`src/rtl/oapdp_pkg.sv`:
```
// ----------------------------------------------------------------------------
// Optimal accuracy profile DP package
// Score and posterior types, row buffer entry layout, saturating score
// arithmetic and configuration register indexes.
// ----------------------------------------------------------------------------
`default_nettype none

package oapdp_pkg;

   localparam int SCORE_W   = 32;
   localparam int POST_W    = 16;
   localparam int CFG_W     = 11;
   localparam int CSR_IDX_W = 1;

   typedef logic signed [SCORE_W-1:0] score_type;
   typedef logic [POST_W-1:0]         post_type;
   typedef logic [CFG_W-1:0]          cfg_data_type;
   typedef logic [CSR_IDX_W-1:0]      csr_index_type;

   localparam score_type NEG_INF   = score_type'(32'h8000_0000);
   localparam score_type POS_MAX   = score_type'(32'h7fff_ffff);
   localparam score_type SCORE_ZERO = score_type'(32'h0000_0000);

   localparam csr_index_type CSR_MODEL_LENGTH = 1'b0;
   localparam csr_index_type CSR_LOCAL_MODE   = 1'b1;

   // One row buffer entry: the match, insert and delete scores of one node.
   typedef struct packed {
      score_type match_score;
      score_type insert_score;
      score_type delete_score;
   } row_entry_type;

   localparam int ENTRY_W = $bits(row_entry_type);

   localparam row_entry_type ENTRY_NEG_INF = '{NEG_INF, NEG_INF, NEG_INF};

   // Cell held in the compute stage, in the cycle after its transaction.
   typedef struct packed {
      logic          valid;
      logic          last_node;
      logic          final_row;
      logic          fwd_hit;
      row_entry_type fwd_entry;
      post_type      post_match;
      post_type      post_insert;
      post_type      post_ntail;
      post_type      post_jloop;
      post_type      post_ctail;
   } cell_item_type;

   // Row buffer write request from the compute stage.
   typedef struct packed {
      logic          en;
      row_entry_type data;
   } row_write_type;

   function automatic score_type score_max(score_type a, score_type b);
      return (a > b) ? a : b;
   endfunction

   // Minus infinity absorbs the addend; the posterior is never negative, so
   // only positive overflow needs saturation.
   function automatic score_type score_add(score_type a, post_type p);
      logic signed [SCORE_W:0] sum;
      sum = {a[SCORE_W-1], a} + $signed({1'b0, {(SCORE_W-POST_W){1'b0}}, p});
      if (a == NEG_INF) begin
         return NEG_INF;
      end else if (sum[SCORE_W] != sum[SCORE_W-1]) begin
         return POS_MAX;
      end else begin
         return score_type'(sum[SCORE_W-1:0]);
      end
   endfunction

endpackage

`default_nettype wire

```
`src/rtl/oapdp_rsp_if.sv`:
```
// ----------------------------------------------------------------------------
// Optimal accuracy profile DP result channel
// Valid/ready channel carrying the accuracy score of one sequence.
// ----------------------------------------------------------------------------
`default_nettype none

interface oapdp_rsp_if;
   import oapdp_pkg::*;

   logic      valid;
   logic      ready;
   score_type accuracy_score;

   modport source (
      output valid, accuracy_score,
      input  ready
   );

   modport sink (
      input  valid, accuracy_score,
      output ready
   );
endinterface

`default_nettype wire

```
`src/rtl/oapdp_rsp_buf.sv`:
```
// ----------------------------------------------------------------------------
// Optimal accuracy profile DP result buffer
// Two-entry queue between the compute stage and the result channel, with a
// room flag for the cell channel.
// ----------------------------------------------------------------------------
`default_nettype none

module oapdp_rsp_buf (
   input  wire logic                 clock,
   input  wire logic                 reset,
   input  wire logic                 push,
   input  wire oapdp_pkg::score_type push_score,
   output logic                      room,
   oapdp_rsp_if.source               rsp
);
   import oapdp_pkg::*;

   logic [1:0] count_ff, count_in;
   score_type  head_ff,  head_in;
   score_type  tail_ff,  tail_in;
   logic       pop;

   assign pop = rsp.valid && rsp.ready;

   always_comb begin
      count_in = count_ff + {1'b0, push} - {1'b0, pop};
      head_in  = head_ff;
      tail_in  = tail_ff;
      unique case (count_ff)
         2'd0: begin
            if (push) head_in = push_score;
         end
         2'd1: begin
            if (push && pop) head_in = push_score;
            else if (push)   tail_in = push_score;
         end
         default: begin
            if (pop) begin
               head_in = tail_ff;
               if (push) tail_in = push_score;
            end
         end
      endcase
      // A transaction taken now can push in the next cycle.
      room = (count_in <= 2'd1);
   end

   always_ff @(posedge clock) begin
      if (reset) begin
         count_ff <= '0;
      end else begin
         count_ff <= count_in;
      end
      head_ff <= head_in;
      tail_ff <= tail_in;
   end

   assign rsp.valid          = (count_ff != 2'd0);
   assign rsp.accuracy_score = head_ff;
endmodule

`default_nettype wire

```
`src/flat_wrapper.sv`:
```
// flat-port wrapper written by rule: the top's interface ports become plain ports
module oapdp_rsp_buf_flat import oapdp_pkg::*;
  (clock, reset, push, push_score, room, rsp_valid, rsp_accuracy_score, rsp_ready);
  oapdp_rsp_if rsp_i ();
  input  wire logic clock;
  input  wire logic reset;
  input  wire logic push;
  input  wire oapdp_pkg::score_type push_score;
  output logic room;
  output wire logic [$bits(rsp_i.valid)-1:0] rsp_valid;
  output wire logic [$bits(rsp_i.accuracy_score)-1:0] rsp_accuracy_score;
  input wire logic [$bits(rsp_i.ready)-1:0] rsp_ready;
  assign rsp_valid = rsp_i.valid;
  assign rsp_accuracy_score = rsp_i.accuracy_score;
  assign rsp_i.ready = rsp_ready;
  oapdp_rsp_buf u_core (.clock(clock), .reset(reset), .push(push), .push_score(push_score), .room(room), .rsp(rsp_i));
endmodule
```
`config.mk`:
```
export PLATFORM = sky130hd
export DESIGN_NAME = oapdp_rsp_buf_flat
export DESIGN_NICKNAME = d
export VERILOG_FILES = /design/src/rtl/oapdp_pkg.sv /design/src/rtl/oapdp_rsp_if.sv /design/src/rtl/oapdp_rsp_buf.sv /design/src/flat_wrapper.sv
export SDC_FILE = /design/constraint.sdc
export NUM_CORES = 1
export LEC_CHECK = 0
export BUFFER_PORTS_ARGS = -buffer_cell sky130_fd_sc_hd__buf_4
export CAP_MARGIN = 5
export CORE_MARGIN = 5
export CORE_UTILIZATION = 55
export DETAILED_ROUTE_END_ITERATION = 10
export HOLD_SLACK_MARGIN = 0.12
export PLACE_DENSITY = 0.82
export SLEW_MARGIN = 10
export SYNTH_ARGS = -nofsm -noshare
export SYNTH_HDL_FRONTEND = slang
export SYNTH_SLANG_ARGS = --single-unit
```
`constraint.sdc`:
```
create_clock -name clock -period 9.15 [get_ports clock]
set_input_delay 0 -clock clock [delete_from_list [all_inputs] [get_ports clock]]
set_output_delay 0 -clock clock [all_outputs]
set_load 0.02 [all_outputs]
```
* Word level (Yosys, flattened, before mapping)
Cells that the tools add are included.
Cells by class: muxes and demuxes 8, eq/ne operators 4, add/subtract/negate cells 2, magnitude comparators 1, bitwise gates (word level) 1, reduce and logical (&&, ||, !) cells 8
Operator list (number):
- 32-bit 2-to-1 mux | 6
- 32-bit one-hot mux with 2 select lines | 2
- 3-bit AND reduction | 2
- 2-bit inequality test, second input constant | 2
- 2-bit nonzero test | 2
- 3-bit nonzero test | 1
- 2-bit by 1-bit adder with 2-bit output | 1
- 2-bit by 1-bit == test with 1-bit output, second input constant | 1
- 2-bit by 1-bit less-or-equal comparator with 1-bit output, second input constant | 1
- 1-bit logical AND | 2
- 2-bit logical NOT | 1
- 2-bit by 1-bit inequality test with 1-bit output, second input constant | 1
- 2-bit by 1-bit subtractor with 2-bit output | 1
- 1-bit NOT | 1
Word-level totals: output and inout bits 34, bits of input ports 36, bits in registers 66

* Logic depth before layout (Yosys ltp)
depth after elaboration 5, mapped depth 7, mapped depth without buffers 5

* Worst setup path before layout
OpenSTA, ideal clock, no wires.
path kind register -> register, from register u_core.count_ff[1], to register u_core.tail_ff[0] (enable), arrival time 3.014 ns, cell stages (with the launch flop) 5, path buffers 2, clock period less this slack 3.485 ns, slack 5.665 ns, cells stage by stage dfxtp_1 > buf_6 > buf_12 > nand2_1 > a21boi_0
Between the ends: longest elaborated chain between the ends 5
Ends and longest elaborated chain:
- from (decl) | line oapdp_rsp_buf.sv:18 | logic [1:0] count_ff, count_in;
- from (signal assigned) | line oapdp_rsp_buf.sv:52 | count_ff <= count_in;
- 2-bit nonzero test | line oapdp_rsp_buf.sv:58 | assign rsp.valid = (count_ff != 2'd0);
- 1-bit logical AND | line oapdp_rsp_buf.sv:23 | assign pop = rsp.valid && rsp.ready;
- 1-bit logical AND | line oapdp_rsp_buf.sv:34 | if (push && pop) head_in = push_score;
- 2-bit inequality test (no source line)
- 3-bit AND reduction (no source line) *
- to (signal assigned) | line oapdp_rsp_buf.sv:55 | tail_ff <= tail_in;
- to (decl) | line oapdp_rsp_buf.sv:20 | score_type tail_ff, tail_in;
Every way passes the cells marked *; elsewhere a longest branch is shown, timed or not. A chain may end at the register's enable or synchronous reset.

* Worst setup path in the final report
from register u_core.count_ff[1], to register u_core.tail_ff[11] (enable)
Same word-level chain as after synthesis.

==> flow_metrics.env <==
export IMPL_status="complete, no violations"
export IMPL_required_ns=9.09
export IMPL_r2r_slack_ns=6.53
export IMPL_critPathKind="reg2reg"
export IMPL_setup_tns_ns=0
export IMPL_grt_remaining_overflow=0
export IMPL_clockBufferDepth=2
export IMPL_gp_congestion=0.6872
export IMPL_rsz0062_at_grt="false"
export IMPL_grt_pass1_vias=1474
export IMPL_slew_headroom_pct=25.67
export IMPL_yosys_register_bits=66
export IMPL_num_rows=25
export IMPL_synth_common_cells="edfxtp_1, mux2_4, mux2_2"
export IMPL_portBuffers=69
export IMPL_dp_final_hpwl_mm=2.915
export IMPL_grtUsageTotal_pct=16.12
export IMPL_cts_inserted_buffers=9
export IMPL_die_h_um=78.86
export IMPL_clk_pin_slew_ns=0.06
export IMPL_post_place_ws_ns=6.511
export IMPL_synth_top_area_cell="edfxtp_1"
export IMPL_fin_crit_ns=2.622
export IMPL_ir_drop_mv=0.1298
export IMPL_vias_per_cell=4.958
export IMPL_die_area_um2=6218
export IMPL_synth_fp_nets=155
export IMPL_cp_max_fo=37
export IMPL_avgRoutedWirePerCell_um=16.06
export IMPL_worstSetupEndpointType="register"
export IMPL_hold_class="in2reg"
export IMPL_cts_tree="built"
export IMPL_grt_pass1_wl_mm=7.452
export IMPL_synth_cell_types=17
export IMPL_initialDrtViolationCount=69
export IMPL_syn_avg_cell_area_um2=22.10
export IMPL_finalWorstSetupSlack_ns=6.528
export IMPL_fin_crit_sh_pct=28.65
export IMPL_final_cells=286
export IMPL_fin_skew_ns=0.008910
export IMPL_antenna_found_initial=0
export IMPL_yosysWarnings=0
export IMPL_critPathArrivalTime_ns=2.56
export IMPL_synthArstFlopShare_pct=0
export IMPL_seq_area_frac_synth_pct=75.24
export IMPL_synth_most_common_cell="edfxtp_1"
export IMPL_clock_sinks=66
export IMPL_syn_cell_area_um2=2608
export IMPL_dp_cells=237
export IMPL_ant_nets=0
export IMPL_num_io_pins=70
export IMPL_cp_start_kind="register"
export IMPL_holdWs_ns=0.2380
export IMPL_max_cap_violations=0
export IMPL_finalHoldViolCount=0
export IMPL_setup_viol=0
export IMPL_clock_latency_ns=0.33
export IMPL_fin_util_pct=78.52
export IMPL_syn_to_final_growth_pct=40.36
export IMPL_drive_above_1_share_pct=50.43
export IMPL_detail_route_drc_violations=0
export IMPL_synth_edf_count=64
export IMPL_start_util_pct=55.95
export IMPL_power_leakage_nw=1.449
export IMPL_die_x_um=78.86
export IMPL_cts_root_buffer_cell="clkbuf_8"
export IMPL_final_nets=265
export IMPL_synthFlopType="edfxtp_1"
export IMPL_worstMarginPinSlew_ns=1.115
export IMPL_cts_setup_buffers=0
export IMPL_power_density_nw_per_um2=183.8
export IMPL_antenna_cells=0
export IMPL_totalWireLength_mm=4.594
export IMPL_htree_levels=3
export IMPL_synthTopCellsByArea="edfxtp_1, mux2_4, buf_12"
export IMPL_fmax_mhz=381.4
export IMPL_synth_top_area_share_pct=73.70
export IMPL_core_um2=4661
export IMPL_synthCells=118
export IMPL_grt_start_max_net_pins=38
export IMPL_slew_violations=0
export IMPL_drt_pass1_iterations=4
export IMPL_via_count=1418
-- registers in the layout (all words and copies together), names as in the netlist --
name,count
u_core.count_ff,2
u_core.rsp.accuracy_score,32
u_core.tail_ff,32
-- metrics by stage --
stage / power (W) / area [um^2]
global placement: 0.0004445 / 3146
finish: 0.0006725 / 3660
detailed placement: 0.0004475 / 3146
CTS: 0.0006786 / 3660
floorplan: 0.0004104 / 2608
global route: 0.0007007 / 3660
-- cells by family (layout without fill, tap and decap cells) --
logic type | count (synthesis) | in the layout | share of synthesized area [%]
compound gates | 3 | 3 | 0.8157
xor+xnor | 1 | 1 | 0.3360
fa+ha+maj | 1 | 1 | 0.4798
buf+inv | 5 | 119 | 2.879
flops | 66 | 66 | 75.24
mux | 34 | 34 | 18.81
simple gates | 8 | 8 | 1.440
-- path summary, 6_finish.rpt --
check / endpoint / startpoint / depth (start not counted)
max: u_core.tail_ff[11] / u_core.count_ff[1] / 2
max reg2reg: u_core.tail_ff[11] / u_core.count_ff[1] / 2
min: u_core.count_ff[1] / rsp_ready / 4
min reg2reg: u_core.rsp.accuracy_score[6] / u_core.tail_ff[6] / 1
-- routing by layer --
layer	vias to the layer above	GRT usage, %	routed length, um
li1	675	-	-
met1	685	20.74	1965
met2	54	25.13	2271
met3	4	6.236	317
met4	0	5.670	40
met5	-	0	0
-- area by class of cell --
class                   instances  area, um^2
flip-flops and latches         66        1963
fillers                       250        1001
repair buffers                103       858.3
multi-input cells              47       593.1
clock buffers                  10       127.6
well taps                      54       67.56
clock inverters                 5       46.29
inverters                       1       3.754
-- what timing repair did --
item / CTS / global route
hold buffers: 34 / 0
hold endpoints to repair: 66 / 0
setup endpoints to repair: 0 / 0
gates resized for setup: 0 / 0
-- layout by cell type (no fill, tap or decap) --
cell | synthesis | routed
mux2_4 | 29 | 29
dfxtp_2 | 0 | 1
clkinv_2 | 0 | 1
ha_1 | 1 | 1
bufinv_16 | 0 | 1
o21ai_2 | 1 | 1
clkbuf_8 | 0 | 9
nand2_1 | 2 | 2
buf_4 | 0 | 69
dlygate4sd3_1 | 0 | 34
nor2b_1 | 2 | 2
or2_1 | 1 | 1
xor2_1 | 1 | 1
clkbuf_1 | 0 | 1
dfxtp_1 | 2 | 1
mux2i_1 | 1 | 1
a21oi_4 | 0 | 1
nor2_1 | 3 | 3
edfxtp_1 | 64 | 64
inv_1 | 1 | 1
clkinv_1 | 0 | 3
mux2_2 | 4 | 4
a21boi_4 | 0 | 1
-- report_power, final --
group / total, W / internal (W) / switching [W]
Combinational: 0.0000911 / 0.0000506 / 0.0000405
Clock: 0.000220 / 0.000121 / 0.0000988
Sequential: 0.000361 / 0.000353 / 0.00000803
-- worst max-delay path, cell delays in order, from the launching register on --
cell	delay, ns
dfxtp_2	1.07
nand2_1	0.25
a21boi_4	0.90
(Power assumes the default switching activity.)
