[src/rtl/oapdp_pkg.sv]
// ----------------------------------------------------------------------------
// Optimal accuracy profile DP package
// Score and posterior types, row buffer entry layout, saturating score
// arithmetic and configuration register indexes.
// ----------------------------------------------------------------------------
`default_nettype none

package oapdp_pkg;

   localparam int SCORE_W   = 32;
   localparam int POST_W    = 16;
   localparam int CFG_W     = 11;
   localparam int CSR_IDX_W = 1;

   typedef logic signed [SCORE_W-1:0] score_type;
   typedef logic [POST_W-1:0]         post_type;
   typedef logic [CFG_W-1:0]          cfg_data_type;
   typedef logic [CSR_IDX_W-1:0]      csr_index_type;

   localparam score_type NEG_INF   = score_type'(32'h8000_0000);
   localparam score_type POS_MAX   = score_type'(32'h7fff_ffff);
   localparam score_type SCORE_ZERO = score_type'(32'h0000_0000);

   localparam csr_index_type CSR_MODEL_LENGTH = 1'b0;
   localparam csr_index_type CSR_LOCAL_MODE   = 1'b1;

   // One row buffer entry: the match, insert and delete scores of one node.
   typedef struct packed {
      score_type match_score;
      score_type insert_score;
      score_type delete_score;
   } row_entry_type;

   localparam int ENTRY_W = $bits(row_entry_type);

   localparam row_entry_type ENTRY_NEG_INF = '{NEG_INF, NEG_INF, NEG_INF};

   // Cell held in the compute stage, in the cycle after its transaction.
   typedef struct packed {
      logic          valid;
      logic          last_node;
      logic          final_row;
      logic          fwd_hit;
      row_entry_type fwd_entry;
      post_type      post_match;
      post_type      post_insert;
      post_type      post_ntail;
      post_type      post_jloop;
      post_type      post_ctail;
   } cell_item_type;

   // Row buffer write request from the compute stage.
   typedef struct packed {
      logic          en;
      row_entry_type data;
   } row_write_type;

   function automatic score_type score_max(score_type a, score_type b);
      return (a > b) ? a : b;
   endfunction

   // Minus infinity absorbs the addend; the posterior is never negative, so
   // only positive overflow needs saturation.
   function automatic score_type score_add(score_type a, post_type p);
      logic signed [SCORE_W:0] sum;
      sum = {a[SCORE_W-1], a} + $signed({1'b0, {(SCORE_W-POST_W){1'b0}}, p});
      if (a == NEG_INF) begin
         return NEG_INF;
      end else if (sum[SCORE_W] != sum[SCORE_W-1]) begin
         return POS_MAX;
      end else begin
         return score_type'(sum[SCORE_W-1:0]);
      end
   endfunction

endpackage

`default_nettype wire

[src/rtl/oapdp_cell.sv]
// ----------------------------------------------------------------------------
// Optimal accuracy profile DP cell stage
// Computes one cell from the previous row's entry and the running scores,
// produces the row buffer write-back and, at the end of the final row, the
// accuracy score.
// ----------------------------------------------------------------------------
`default_nettype none

module oapdp_cell #(
   parameter int NODE_W = 11
) (
   input  wire logic                     clock,
   input  wire logic                     reset,
   input  wire logic                     local_mode,
   input  wire oapdp_pkg::cell_item_type item,
   input  wire logic [NODE_W-1:0]        node,
   input  wire oapdp_pkg::row_entry_type rd_entry,
   output oapdp_pkg::row_write_type      wr,
   output logic                          result_valid,
   output oapdp_pkg::score_type          result_score
);
   import oapdp_pkg::*;

   row_entry_type     diag_ff,   diag_in;
   score_type         left_m_ff, left_m_in;
   score_type         left_d_ff, left_d_in;
   score_type         end_ff,    end_in;
   score_type         ntail_ff,  ntail_in;
   score_type         jloop_ff,  jloop_in;
   score_type         ctail_ff,  ctail_in;
   score_type         begin_ff,  begin_in;
   // Entries 1..fill_ff were written since the last clear; others read as
   // minus infinity.
   logic [NODE_W-1:0] fill_ff,   fill_in;

   row_entry_type     old_entry;
   score_type         match_new;
   score_type         delete_new;
   score_type         insert_new;
   score_type         end_last;
   score_type         jloop_new;
   score_type         ctail_new;
   score_type         ntail_new;
   logic [NODE_W-1:0] fill_max;

   always_comb begin
      if (node > fill_ff) begin
         old_entry = ENTRY_NEG_INF;
      end else if (item.fwd_hit) begin
         old_entry = item.fwd_entry;
      end else begin
         old_entry = rd_entry;
      end

      match_new = score_add(score_max(score_max(diag_ff.match_score, diag_ff.insert_score),
                                      score_max(diag_ff.delete_score, begin_ff)),
                            item.post_match);
      delete_new = score_max(left_m_ff, left_d_ff);
      insert_new = score_add(score_max(old_entry.match_score, old_entry.insert_score),
                             item.post_insert);
      end_last  = score_max(end_ff, score_max(match_new, delete_new));
      jloop_new = score_max(score_add(jloop_ff, item.post_jloop), end_last);
      ctail_new = score_max(score_add(ctail_ff, item.post_ctail), end_last);
      ntail_new = score_add(ntail_ff, item.post_ntail);
      fill_max  = (node > fill_ff) ? node : fill_ff;

      diag_in   = diag_ff;
      left_m_in = left_m_ff;
      left_d_in = left_d_ff;
      end_in    = end_ff;
      ntail_in  = ntail_ff;
      jloop_in  = jloop_ff;
      ctail_in  = ctail_ff;
      begin_in  = begin_ff;
      fill_in   = fill_ff;

      wr.en                = item.valid;
      wr.data.match_score  = match_new;
      wr.data.insert_score = item.last_node ? NEG_INF : insert_new;
      wr.data.delete_score = delete_new;

      result_valid = item.valid && item.last_node && item.final_row;
      result_score = ctail_new;

      if (item.valid) begin
         if (!item.last_node) begin
            end_in    = score_max(end_ff, local_mode ? match_new : SCORE_ZERO);
            diag_in   = old_entry;
            left_m_in = match_new;
            left_d_in = delete_new;
            fill_in   = fill_max;
         end else begin
            diag_in   = ENTRY_NEG_INF;
            left_m_in = NEG_INF;
            left_d_in = NEG_INF;
            end_in    = NEG_INF;
            if (item.final_row) begin
               // Sequence done: the whole DP returns to its reset state.
               ntail_in = SCORE_ZERO;
               jloop_in = NEG_INF;
               ctail_in = NEG_INF;
               begin_in = SCORE_ZERO;
               fill_in  = '0;
            end else begin
               ntail_in = ntail_new;
               jloop_in = jloop_new;
               ctail_in = ctail_new;
               begin_in = score_max(ntail_new, jloop_new);
               fill_in  = fill_max;
            end
         end
      end
   end

   always_ff @(posedge clock) begin
      if (reset) begin
         diag_ff   <= ENTRY_NEG_INF;
         left_m_ff <= NEG_INF;
         left_d_ff <= NEG_INF;
         end_ff    <= NEG_INF;
         ntail_ff  <= SCORE_ZERO;
         jloop_ff  <= NEG_INF;
         ctail_ff  <= NEG_INF;
         begin_ff  <= SCORE_ZERO;
         fill_ff   <= '0;
      end else begin
         diag_ff   <= diag_in;
         left_m_ff <= left_m_in;
         left_d_ff <= left_d_in;
         end_ff    <= end_in;
         ntail_ff  <= ntail_in;
         jloop_ff  <= jloop_in;
         ctail_ff  <= ctail_in;
         begin_ff  <= begin_in;
         fill_ff   <= fill_in;
      end
   end
endmodule

`default_nettype wire

[config.mk]
export PLATFORM = sky130hd
export DESIGN_NAME = oapdp_cell
export DESIGN_NICKNAME = d
export VERILOG_FILES = /design/src/rtl/oapdp_pkg.sv /design/src/rtl/oapdp_cell.sv
export SDC_FILE = /design/constraint.sdc
export NUM_CORES = 2
export LEC_CHECK = 0
export ABC_AREA = 1
export BUFFER_PORTS_ARGS = -buffer_cell sky130_fd_sc_hd__buf_2
export CORE_UTILIZATION = 30
export DETAILED_ROUTE_END_ITERATION = 16
export GPL_TIMING_DRIVEN = 0
export RECOVER_POWER = 25
export SLEW_MARGIN = 10
export SYNTH_ARGS = -nofsm -noshare
export SYNTH_HDL_FRONTEND = slang
export SYNTH_SLANG_ARGS = --single-unit
[constraint.sdc]
create_clock -name clock -period 23 [get_ports clock]
set_clock_uncertainty 0.2 [all_clocks]
set_input_delay 3.45 -clock clock [delete_from_list [all_inputs] [get_ports clock]]
set_output_delay 3.45 -clock clock [all_outputs]
set_load 0.005 [all_outputs]
-- After elaboration in Yosys (flattened, before gate mapping)
Cells that the tools add are included.
- bits in writable memories: 0
- output and inout port bits: 130
- bits in latches: 0
- ROM bits: 0
- register bits: 331
- word-level logic and storage cells: 79
- memories: 0
- div/mod/pow operators: 0
- order comparisons: 12
- equality and inequality tests: 11
- bitwise logic cells: 0
- reductions and logical operators: 4
- mux-type cells: 36
- add/subtract/negate cells: 5
- $mul: 0
- shift operators: 0
- operators with widths (cell ; count):
    $mux W32 ; 30
    $gt A32 B32 Y1 ; 11
    $mux W96 ; 3
    $add A32 B17 Y33 ; 5
    $eq A32 B32 Y1 const B ; 5
    $mux W11 ; 3
    $gt A11 B11 Y1 ; 1
    $ne A1 B1 Y1 ; 5
    $reduce_and A2 Y1 ; 2
    $logic_and A1 B1 Y1 ; 2
    $ne A2 B2 Y1 const B ; 1

-- Logic depth before layout (Yosys ltp)
- word-level depth: 17
- gate-level depth with buffers: 131

-- Worst setup path after synthesis
Ideal clock, no wire load.
- kind: register to output
- from: register diag_ff[63] (netlist bit)
- to: output port result_score[10]
- arrival time: 13177 ps
- stages on the path, launching flop included: 94
- data required time: 19350 ps
- buffers on the path: 8
- slack: 6173 ps
- cells stage by stage: dfxtp_1 inv_1 ha_1 a21oi_1 o21a_1 nand2_1 nor2_1 nand2_1 nand2_1 clkbuf_1 nand4_1 and2_1 ha_1 nand2_1 nor3_1 and3_1 nand2_1 nand3_1 [58 not listed] nand2_1 clkbuf_1 clkbuf_1 nand2_1 o21ai_0 ha_1 nand2_1 inv_1 nand2_1 nand3_1 a31oi_1 nor2_1 a2111oi_0 nand2_1 nand2_2 buf_2 nand4_1 and2_1
- RTL lines (item ; RTL line ; RTL):
    start, declared ; oapdp_cell.sv:24 ; row_entry_type diag_ff, diag_in;
    start signal, assigned ; oapdp_cell.sv:127 ; diag_ff <= diag_in;
    end, declared ; oapdp_cell.sv:20 ; output oapdp_pkg::score_type result_score

-- Worst setup path after layout
- from: register diag_ff[39] (netlist bit)
- to: output port result_score[30]
- cells in the longest elaborated chain, start to end: 14
- elaborated cells on any way between the ends: 15
- those cells by class: add/sub (1); order compare (5); eq/ne (2); mux (7)
- ends and longest elaborated chain (item ; RTL line ; RTL):
    $gt A32 B32 Y1 ; oapdp_pkg.sv:59 ; return (a > b) ? a : b;
    $mux W32 (*) ; oapdp_pkg.sv:59 ;
    $gt A32 B32 Y1 ; oapdp_pkg.sv:59 ;
    $mux W32 (*) ; oapdp_pkg.sv:59 ;
    $add A32 B17 Y33 ; oapdp_pkg.sv:66 ; sum = {a[SCORE_W-1], a} + $signed({1'b0, {(SCORE_W-POST_W){1'b0}}, p});
    $ne A1 B1 Y1 ; oapdp_pkg.sv:69 ; end else if (sum[SCORE_W] != sum[SCORE_W-1]) begin
    $mux W32 ; oapdp_pkg.sv:69 ;
    $mux W32 (*) ; oapdp_pkg.sv:67 ; if (a == NEG_INF) begin
    $gt A32 B32 Y1 ; oapdp_pkg.sv:59 ;
    $mux W32 (*) ; oapdp_pkg.sv:59 ;
    $gt A32 B32 Y1 ; oapdp_pkg.sv:59 ;
    $mux W32 (*) ; oapdp_pkg.sv:59 ;
    $gt A32 B32 Y1 ; oapdp_pkg.sv:59 ;
    $mux W32 (*) ; oapdp_pkg.sv:59 ;
Mark *: on every way between the ends. The rest lies on a longest branch, timed or not.

==> flow_summary.toml <==
[status]
status = "finished, final reports clean"

[clock_tree]
cts.clk_slew.worst_paths_ps = 60
cts_tree = "done"
cts_sinks = 331
clock_path_buffers = 3
cts_hold_buf = 0
htree_levels = 2
cts_buffers = 45
cts_setup_buffers = 0
clockRootBuffer = "clkbuf_16"
clkLatencyLatePin_ps = 610

[layout]
final_cell_mix = "1418 x nand2_1, 702 x inv_1, 454 x a21oi_1"
drive_gt1_share_pct = 11.5
areaGrowthSynthToFinish_pct = 16.7
fin_area_sq_um = 38600
nets = 6525
mostFrequentLayoutCell = "nand2_1"

[sta]
max_slew_margin_pct = 9.00
tightest_slew_ps = 1350
hold_viol_final = 0
finalMaxSlewViolations = 0
fin_crit_sh_pct = 93.1
finalWorstPathRequiredPeriod_ps = 21410
fin_setup_tns_ps = 0
max_freq_ghz = 0.0467
rsz0062_at_grt = "no"
setup_violations = 0

[floorplan]
chipHeight_um = 334
die_w_um = 334
core_sq_um = 109000
dieArea_sq_um = 112000
rows = 121
initial_core_util_pct = 30.3
ios = 420

[global_routing]
overflow = 0
antenna_found_initial = 16
grt_pass1_wl_mm = 209
grt_usage_pct = 24.3
grt_pass1_vias = 35516
grt_max_degree = 14

[synth]
synth_area_leader_cell = "dfxtp_1"
avgSynthCellArea_sq_um = 6.22
synthTopCellsByArea = "dfxtp_1 20%, ha_1 17%, nand2_1 16%, inv_1 8.0%, a21oi_1 6.9%"
ys_warn_count = 0
yosys.area.top_type_share_pct = 20.0
synth_flop_cell = "dfxtp_1"
synth_edf_count = 0
synth_cells = 5319
yosysUniqueCellTypes = 52
netlist_area_sq_um = 33100
async_reset_ff_share_pct = 0
ys_seq_elements = 331
seq_area_frac_synth_pct = 20.0
syn_nets = 6060

[place]
hpwlAfterDp_mm = 118
gp_congestion = 0.986
port-buffer-count = 416
placed_cell_area_sq_um = 37000

[routing]
wire_per_inst_um = 19.2
ant_nets = 0
first_pass_iters = 6
drc_errors = 0
avgViaCountPerCell = 5.13
routed_wirelength_mm = 140
drt_iter0_drc = 2857
vias = 37466

[worst_setup_path]
end_kind = "output pin"
slowest_stage = "o21ai_0"
cp_top_family = "simple AND/OR/NAND/NOR gates"
crit_type = "flip-flop to output pin"
cp-start-kind = "flip-flop"
cp_max_fo = 10
cpMostUsedCell = "nand2_1"
slowest_delay_ps = 950
path_buf_inv = 20
arrival_ps = 17760
crit_required_ps = 19350

[flow_run]
maxCapViolations = 0

[worst_hold_path]
hold_path.class = "flip-flop to flip-flop"
stage by stage:
stage | cells | hold WS [ps] | worst slack, ps | utilization (%)
finish | 7298 | 263 | 1590 | 35.4
global route | 7296 | 275 | 18.4 | 35.4
detailed placement | 7213 | 256 | 1830 | 33.9
CTS | 7296 | 265 | 1150 | 35.3
floorplan | 5319 | 226 | 6170 | -
global placement | 7211 | 244 | 2060 | 33.9
cell usage after synthesis (6+ instances only):
library cell  count
o211ai_1        101
o21a_1           11
clkbuf_1        197
nand3b_1          6
clkinv_1          7
xor2_1           19
o21ai_1           7
o31ai_1           6
dfxtp_1         331
a21oi_1         454
o22ai_1          46
nand4_1         181
buf_2            26
a31oi_1          11
nor3_1           36
a211oi_1         13
nand3_2           7
nor3b_1           6
o21ai_0         304
and2_1           70
nand2_1        1418
nand3_1         352
nor2_1          294
nor4_1           48
a221oi_1         14
xnor2_1          13
or2_2           112
inv_1           702
a21o_1           13
ha_1            446
o21bai_1          8
buf_1            12
final timing paths:
path / startpoint / depth (start not counted) / slack, ps / end
setup reg to reg: diag_ff[39]$_SDFFE_PP0P_ / 109 / 2530 / begin_ff[4]$_SDFFE_PP0P_
hold / removal: left_d_ff[10]$_SDFFE_PP0P_ / 2 / 260 / left_d_ff[10]$_SDFFE_PP0P_
setup / recovery: diag_ff[39]$_SDFFE_PP0P_ / 95 / 1590 / result_score[30]
hold reg to reg: left_d_ff[10]$_SDFFE_PP0P_ / 2 / 260 / left_d_ff[10]$_SDFFE_PP0P_
what timing repair did:
action / 4_1_cts / 5_1_grt
gates resized for setup: 0 / 19
endpoints found under the setup margin: 0 / 60
endpoints found under the hold margin: 0 / 0
per-layer routing:
layer	GRT usage, %	up-vias	share of wire, %
met5	0	-	0.069
met4	10.1	14	4.4
met3	3.64	268	6.9
met2	39.4	1361	44
met1	32.0	17158	45
li1	-	18665	-
logic make-up after synthesis:
family,synth area share [%]
AND/OR/NAND/NOR,34.0
AO/OA/AOI/OAI,16.8
buffers and inverters,11.1
adder cells (fa/ha/maj),17.2
flip-flops,20.0
XOR/XNOR,0.847
multiplexers,0.0303
flip-flops by register name, indices dropped and copies added (netlist names):
register / cells
begin_ff: 32
left_d_ff: 32
diag_ff: 96
jloop_ff: 32
ntail_ff: 32
ctail_ff: 32
left_m_ff: 32
end_ff: 32
fill_ff: 11
cell type report:
class                   instances  area [sq um]
flip-flops and latches        331          6630
clock inverters                23           287
inverters                     712          2670
well taps                    1476          1850
fillers                     12073         70600
multi-input cells            4032         22800
clock buffers                  60          1260
plain buffers                 244          1000
diodes                          2          5.00
repair buffers                418          2090
worst min-delay path, cell delays in order, from the launching register on:
cell,delay [ps]
dfxtp_1,300
nand2_1,60
a21oi_1,50
Power is left out: the tool's default activity adds up to more than one toggle a clock period on the data nets, which glitch-free logic cannot reach.
